**config.mk**
```make
export PLATFORM = sky130hd
export DESIGN_NAME = qavgp_requant
export DESIGN_NICKNAME = d
export VERILOG_FILES = /design/src/rtl/core/qavgp_pkg.sv /design/src/rtl/core/qavgp_requant.sv
export SDC_FILE = /design/constraint.sdc
export NUM_CORES = 2
export LEC_CHECK = 0
export BUFFER_PORTS_ARGS = -buffer_cell sky130_fd_sc_hd__buf_2
export CELL_PAD_IN_SITES_DETAIL_PLACEMENT = 1
export CELL_PAD_IN_SITES_GLOBAL_PLACEMENT = 1
export CORE_MARGIN = 4
export CORE_UTILIZATION = 50
export CTS_CLUSTER_SIZE = 20
export DETAILED_ROUTE_END_ITERATION = 10
export HOLD_SLACK_MARGIN = 0.12
export PLACE_DENSITY_LB_ADDON = 0.1
export SLEW_MARGIN = 20
export SYNTH_ARGS = -nofsm -noshare
export SYNTH_HDL_FRONTEND = slang
export SYNTH_SLANG_ARGS = --single-unit
```
**constraint.sdc**
```tcl
create_clock -name clk -period 12.7 [get_ports clk]
set_input_delay 2.54 -clock clk [delete_from_list [all_inputs] [get_ports clk]]
set_output_delay 2.54 -clock clk [all_outputs]
set_load 0.03 [all_outputs]
```
**src/rtl/core/qavgp_pkg.sv**
```systemverilog
`timescale 1ns / 1ps

package qavgp_pkg;

	// plane and kernel limits
	localparam int MAX_HEIGHT = 64;
	localparam int MAX_WIDTH  = 64;
	localparam int MAX_KERNEL = 16;

	// field and register widths
	localparam int PIX_W      = 8;
	localparam int ROW_W      = 6;
	localparam int COL_W      = 6;
	localparam int ORG_W      = 7;
	localparam int IMG_W      = 7;
	localparam int KER_W      = 5;
	localparam int ZP_W       = 8;
	localparam int SCALE_W    = 32;
	localparam int CFG_IDX_W  = 3;
	localparam int CFG_DATA_W = 32;

	localparam int ADDR_W  = $clog2(MAX_HEIGHT * MAX_WIDTH);
	localparam int CNT_W   = $clog2(MAX_KERNEL * MAX_KERNEL + 1);
	// signed sum of (pixel - zero point) over a full window
	localparam int SUM_W   = CNT_W + PIX_W + 1;
	localparam int Q_SHIFT = 16;

	localparam logic OP_WRITE = 1'b0;
	localparam logic OP_QUERY = 1'b1;

	typedef enum logic [CFG_IDX_W-1:0] {
		REG_IMAGE_HEIGHT,
		REG_IMAGE_WIDTH,
		REG_KERNEL_HEIGHT,
		REG_KERNEL_WIDTH,
		REG_COUNT_INCLUDE_PAD,
		REG_INPUT_ZERO_POINT,
		REG_OUTPUT_ZERO_POINT,
		REG_SCALE_RATIO
	} cfg_reg_t;

	// configuration with dimensions already saturated to their legal range
	typedef struct packed {
		logic [IMG_W-1:0]   height;
		logic [IMG_W-1:0]   width;
		logic [KER_W-1:0]   kernel_h;
		logic [KER_W-1:0]   kernel_w;
		logic               include_pad;
		logic [ZP_W-1:0]    in_zp;
		logic [ZP_W-1:0]    out_zp;
		logic [SCALE_W-1:0] scale;
	} cfg_t;

	typedef struct packed {
		logic                    start;
		logic signed [ORG_W-1:0] top;
		logic signed [ORG_W-1:0] left;
	} scan_req_t;

	typedef struct packed {
		logic                    done;
		logic signed [SUM_W-1:0] sum;
		logic [CNT_W-1:0]        count;
	} scan_rsp_t;

	typedef struct packed {
		logic             done;
		logic [PIX_W-1:0] pooled;
		logic             empty;
	} quant_rsp_t;

	function automatic logic [IMG_W-1:0] sat_img(logic [IMG_W-1:0] v, logic [IMG_W-1:0] hi);
		logic [IMG_W-1:0] r;
		r = v;
		if (v == '0) r = IMG_W'(1);
		else if (v > hi) r = hi;
		return r;
	endfunction

	function automatic logic [KER_W-1:0] sat_ker(logic [KER_W-1:0] v, logic [KER_W-1:0] hi);
		logic [KER_W-1:0] r;
		r = v;
		if (v == '0) r = KER_W'(1);
		else if (v > hi) r = hi;
		return r;
	endfunction

endpackage

```
**src/rtl/core/qavgp_requant.sv**
```systemverilog
`timescale 1ns / 1ps

module qavgp_requant import qavgp_pkg::*; (
	input  logic       clk,
	input  logic       arst_n,
	input  cfg_t       cfg,
	input  scan_rsp_t  scan,
	output quant_rsp_t rsp
);

	localparam int HALF_W = SCALE_W / 2;
	localparam int PROD_W = SUM_W + HALF_W + 1;
	localparam int T_W    = SUM_W + SCALE_W;
	localparam int DEN_W  = CNT_W + Q_SHIFT;
	localparam int REM_W  = DEN_W + PIX_W + 1;
	localparam int STEP_W = $clog2(PIX_W);
	localparam int BIAS_W = ZP_W + CNT_W;

	typedef enum logic [2:0] {
		R_IDLE,
		R_MUL_LO,
		R_MUL_HI,
		R_BIAS,
		R_CHECK,
		R_DIV,
		R_ROUND
	} rstate_t;

	rstate_t                 state_q;
	logic signed [SUM_W-1:0] sum_q;
	logic [CNT_W-1:0]        div_q;
	logic signed [T_W-1:0]   acc_q;
	logic [REM_W-1:0]        rem_q, dsh_q;
	logic [PIX_W-1:0]        q_q;
	logic [STEP_W-1:0]       step_q;
	logic                    done_q, empty_q;
	logic [PIX_W-1:0]        pooled_q;

	logic [CNT_W-1:0]        area, divisor;
	logic [HALF_W-1:0]       half;
	logic signed [PROD_W-1:0] prod;
	logic [BIAS_W-1:0]       bias;
	logic [DEN_W-1:0]        den;
	logic signed [T_W-1:0]   sat_lim;
	logic [REM_W:0]          twice_rem;
	logic                    round_up;
	logic [PIX_W:0]          q_next;

	assign area    = CNT_W'(cfg.kernel_h * cfg.kernel_w);
	assign divisor = cfg.include_pad ? area : scan.count;
	// one 18x17 multiplier, used for both halves of the scale
	assign half    = (state_q == R_MUL_HI) ? cfg.scale[SCALE_W-1:HALF_W] : cfg.scale[HALF_W-1:0];
	assign prod    = sum_q * $signed({1'b0, half});
	assign bias    = BIAS_W'(cfg.out_zp * div_q);
	assign den     = {div_q, {Q_SHIFT{1'b0}}};
	assign sat_lim = $signed(T_W'({den, {PIX_W{1'b0}}}));
	assign twice_rem = {rem_q, 1'b0};
	assign round_up  = (twice_rem > (REM_W+1)'(den))
		|| ((twice_rem == (REM_W+1)'(den)) && q_q[0]);
	assign q_next    = {1'b0, q_q} + (PIX_W+1)'(round_up);

	always_ff @(posedge clk or negedge arst_n) begin
		if (!arst_n) begin
			state_q  <= R_IDLE;
			sum_q    <= '0;
			div_q    <= '0;
			acc_q    <= '0;
			rem_q    <= '0;
			dsh_q    <= '0;
			q_q      <= '0;
			step_q   <= '0;
			done_q   <= 1'b0;
			empty_q  <= 1'b0;
			pooled_q <= '0;
		end else begin
			done_q <= 1'b0;
			case (state_q)
				R_IDLE: begin
					if (scan.done) begin
						sum_q <= scan.sum;
						div_q <= divisor;
						if (divisor == '0) begin
							pooled_q <= cfg.out_zp;
							empty_q  <= 1'b1;
							done_q   <= 1'b1;
						end else begin
							empty_q <= 1'b0;
							state_q <= R_MUL_LO;
						end
					end
				end
				R_MUL_LO: begin
					acc_q   <= T_W'(prod);
					state_q <= R_MUL_HI;
				end
				R_MUL_HI: begin
					acc_q   <= acc_q + (T_W'(prod) <<< HALF_W);
					state_q <= R_BIAS;
				end
				R_BIAS: begin
					acc_q   <= acc_q + $signed(T_W'({bias, {Q_SHIFT{1'b0}}}));
					state_q <= R_CHECK;
				end
				R_CHECK: begin
					if (acc_q <= 0) begin
						pooled_q <= '0;
						done_q   <= 1'b1;
						state_q  <= R_IDLE;
					end else if (acc_q >= sat_lim) begin
						// quotient at least 256: clamps to full scale
						pooled_q <= '1;
						done_q   <= 1'b1;
						state_q  <= R_IDLE;
					end else begin
						rem_q   <= REM_W'(acc_q);
						dsh_q   <= REM_W'(den) << (PIX_W - 1);
						q_q     <= '0;
						step_q  <= STEP_W'(PIX_W - 1);
						state_q <= R_DIV;
					end
				end
				R_DIV: begin
					if (rem_q >= dsh_q) begin
						rem_q       <= rem_q - dsh_q;
						q_q[step_q] <= 1'b1;
					end
					dsh_q <= dsh_q >> 1;
					if (step_q == '0) state_q <= R_ROUND;
					else step_q <= step_q - STEP_W'(1);
				end
				R_ROUND: begin
					pooled_q <= q_next[PIX_W] ? '1 : q_next[PIX_W-1:0];
					done_q   <= 1'b1;
					state_q  <= R_IDLE;
				end
				default: state_q <= R_IDLE;
			endcase
		end
	end

	assign rsp.done   = done_q;
	assign rsp.pooled = pooled_q;
	assign rsp.empty  = empty_q;

endmodule

```
==> out/metrics.cfg <==
[cts]
cts_htree_levels = 4
cts_resized = 0
clk_path_buf_depth = 2
cts-root-buf = clkbuf_16
cts_post_setup_buffers_inserted = 0
cts.reportedPaths.clkPinSlew_ns = 0.08
holdBufCountCts = 0
cts_num_sinks = 167
worstSkewPairLatency_ns = 0.50
cts_made_buffers = 17
tritoncts = done

[grt]
pin_count_of_the_biggest_net_entering_global_routing = 101
gr-usage-all-layers = 0.2764
number_of_antenna_violations_at_the_first_check_in_global_routing = 0
overflow = 0
number_of_global_route_vias_before_repair = 23730
grt_pass1_wl_mm = 124.5

[critical_path]
critical-path-top-cell-by-count = fa_1
cp.arrival_ns = 11.34
setup.worst_path.start_class = input port
critPathSlowestCell = a2111oi_0
worstSetupEndpointType = flop
critPathMaxFanout = 18
cp_slowest_stage_delay_ns = 0.75
worst-setup-path-type = input port to flop
worstPathRequired_ns = 13.08

[sta]
fmax_mhz = 91.31
grt_setup_unrepaired = false
final-hold-violation-count = 0
maxSlewHeadroom = 0.3137
period_needed_ns = 10.95
setup_tns_ns = 0
timing.final.max_slew_violations = 0
finalSetupViolations = 0
tightest_pin_transition_ns = 1.029
timing.final.crit_share = 0.8623
finClkSkew_ns = 0.01552

[die]
floorplan.io_pins = 113
core_box_area_mm2 = 0.05058
die_area_mm2 = 0.05527
initial_utilization = 0.5098
die-height_um = 235.1
floorplan.die.width_um = 235.1
row_count = 82

[run_status]
status = finished clean

[placement]
place.detailed.hpwl_mm = 60.72
placement.io_buffers = 90
placement.cell_area_mm2 = 0.02679
place.gp.congestion = 0.8827

[routing]
wl_per_cell_um = 20.23
ant_nets = 0
drt_pass1_iterations = 5
via_total_after_detailed_routing = 21150
drc_violations_left = 0
finalWirelength_mm = 75.22
first_iter_violations = 1062
drt-vias-per-instance = 5.687

[synth]
synth.cells.most_frequent = inv_1 (514), nand2_1 (426), fa_1 (345)
number_of_cells_produced_by_synthesis = 3020
yosysSeqAreaShare = 0.1620
netlist.area_leader.share = 0.2678
ys_top_cells_by_area = fa_1 (27%), dfrtp_1 (16%), ha_1 (11%), inv_1 (7.5%), nand2_1 (6.2%)
synth-main-ff-cell = dfrtp_1
total_nets_after_synthesis = 3698
synth_top_area_cell = fa_1
synthesis.area_per_instance_um2 = 8.539
netlist-cell-type-count = 81
flip_flop_and_latch_count_after_synthesis = 167
synth.cell_area_mm2 = 0.02579
synth_warnings = 0
ys_async_sr_fraction = 1.000
leading_cell_type_by_number_of_instances_after_synthesis = inv_1
synth-edff-count = 0

[cells_and_area]
fillCellCount = 6076
final-seq-area_mm2 = 0.004179
num-nets-final = 3710
postLayoutCellArea_mm2 = 0.02737
synthToLayoutAreaGrowth_pct = 6.142
multiInputGateArea_mm2 = 0.01922
layout-drive-gt1-share = 0.07028

[job]
cap_violations = 0

[hold_path]
holdCritPathClass = flop to flop

==> final cells by class <==
type / instances / share of cell area
Sequential cell: 167 / 0.1527
Clock buffer: 19 / 0.01618
Inverter: 515 / 0.07062
Clock inverter: 13 / 0.004662
Tap cell: 672 / 0.03072
Multi-Input combinational cell: 2219 / 0.7023
Timing Repair Buffer: 112 / 0.02272
Antenna cell: 1 / 0.00009142
==> worst max-delay path, delay by kind of cell <==
kind	cells	cell delay (ns)
adders and majority gates	8	3.86
AOI/OAI and AO/OA	10	2.93
and+or+nand+nor	7	1.04
muxes	1	0.43
xor gates and xnor gates	1	0.28
buffers and inverters	4	0.23
==> registers in the layout, summed over array words and instances, names as in the netlist <==
register,flops
acc_q,50
div_q,9
done_q,1
dsh_q,32
empty_q,1
pooled_q,8
q_q,8
rem_q,34
state_q,3
step_q,3
sum_q,18
==> layout by cell type (no fill, tap or decap), types with 94 or more instances in the layout <==
master / count
a21oi_1: 129
o21ai_0: 127
inv_1: 514
fa_1: 345
dfrtp_1: 167
and2_1: 109
nand2_1: 425
nor2_1: 137
ha_1: 230
nor2b_1: 94
==> through the flow <==
stage / hold WS, ns / setup slack, ns / utilization / cells
2_1_floorplan: 0.4478 / 2.234 / - / 3020
3_3_place_gp: 0.4589 / 1.637 / 0.5297 / 3685
3_5_place_dp: 0.4818 / 1.413 / 0.5297 / 3685
4_1_cts: 0.4990 / 1.790 / 0.5410 / 3717
5_1_grt: 0.5322 / 1.345 / 0.5411 / 3717
6_report: 0.4928 / 1.748 / 0.5412 / 3718
==> logic make-up (layout without fill, tap and decap cells) <==
group	Yosys count	after routing	share of synthesized area
AND/OR/NAND/NOR	957	957	0.1754
buffers and inverters	634	659	0.09398
XOR/XNOR	96	96	0.03260
flip-flops	167	167	0.1620
AO/OA/AOI/OAI	538	538	0.1346
other	0	1	0
adder cells (fa/ha/maj)	575	575	0.3794
multiplexers	53	53	0.02193
==> path summary, 6_finish.rpt <==
kind / end / startpoint / slack (ns) / depth (start not counted)
min reg2reg: empty_q / empty_q / 0.49 / 2
max: acc_q[49] / cfg[2] / 1.75 / 31
max reg2reg: acc_q[49] / state_q[2] / 2.01 / 36
max in group asynchronous: rem_q[18] / arst_n / 8.79 / 3
min: empty_q / empty_q / 0.49 / 2
min in group asynchronous: dsh_q[8] / arst_n / 2.07 / 1
==> per-layer routing <==
| layer | GRT usage | vias up | part of all wire |
|---|---|---|---|
| met2 | 0.5009 | 346 | 0.51 |
| met3 | 0.03163 | 145 | 0.026 |
| li1 | - | 9745 | - |
| met5 | 0 | - | 0 |
| met1 | 0.3452 | 10910 | 0.43 |
| met4 | 0.08879 | 0 | 0.031 |
Power is not shown: default switching activity piles up to over one toggle a cycle in this logic, so the estimate is an artifact.
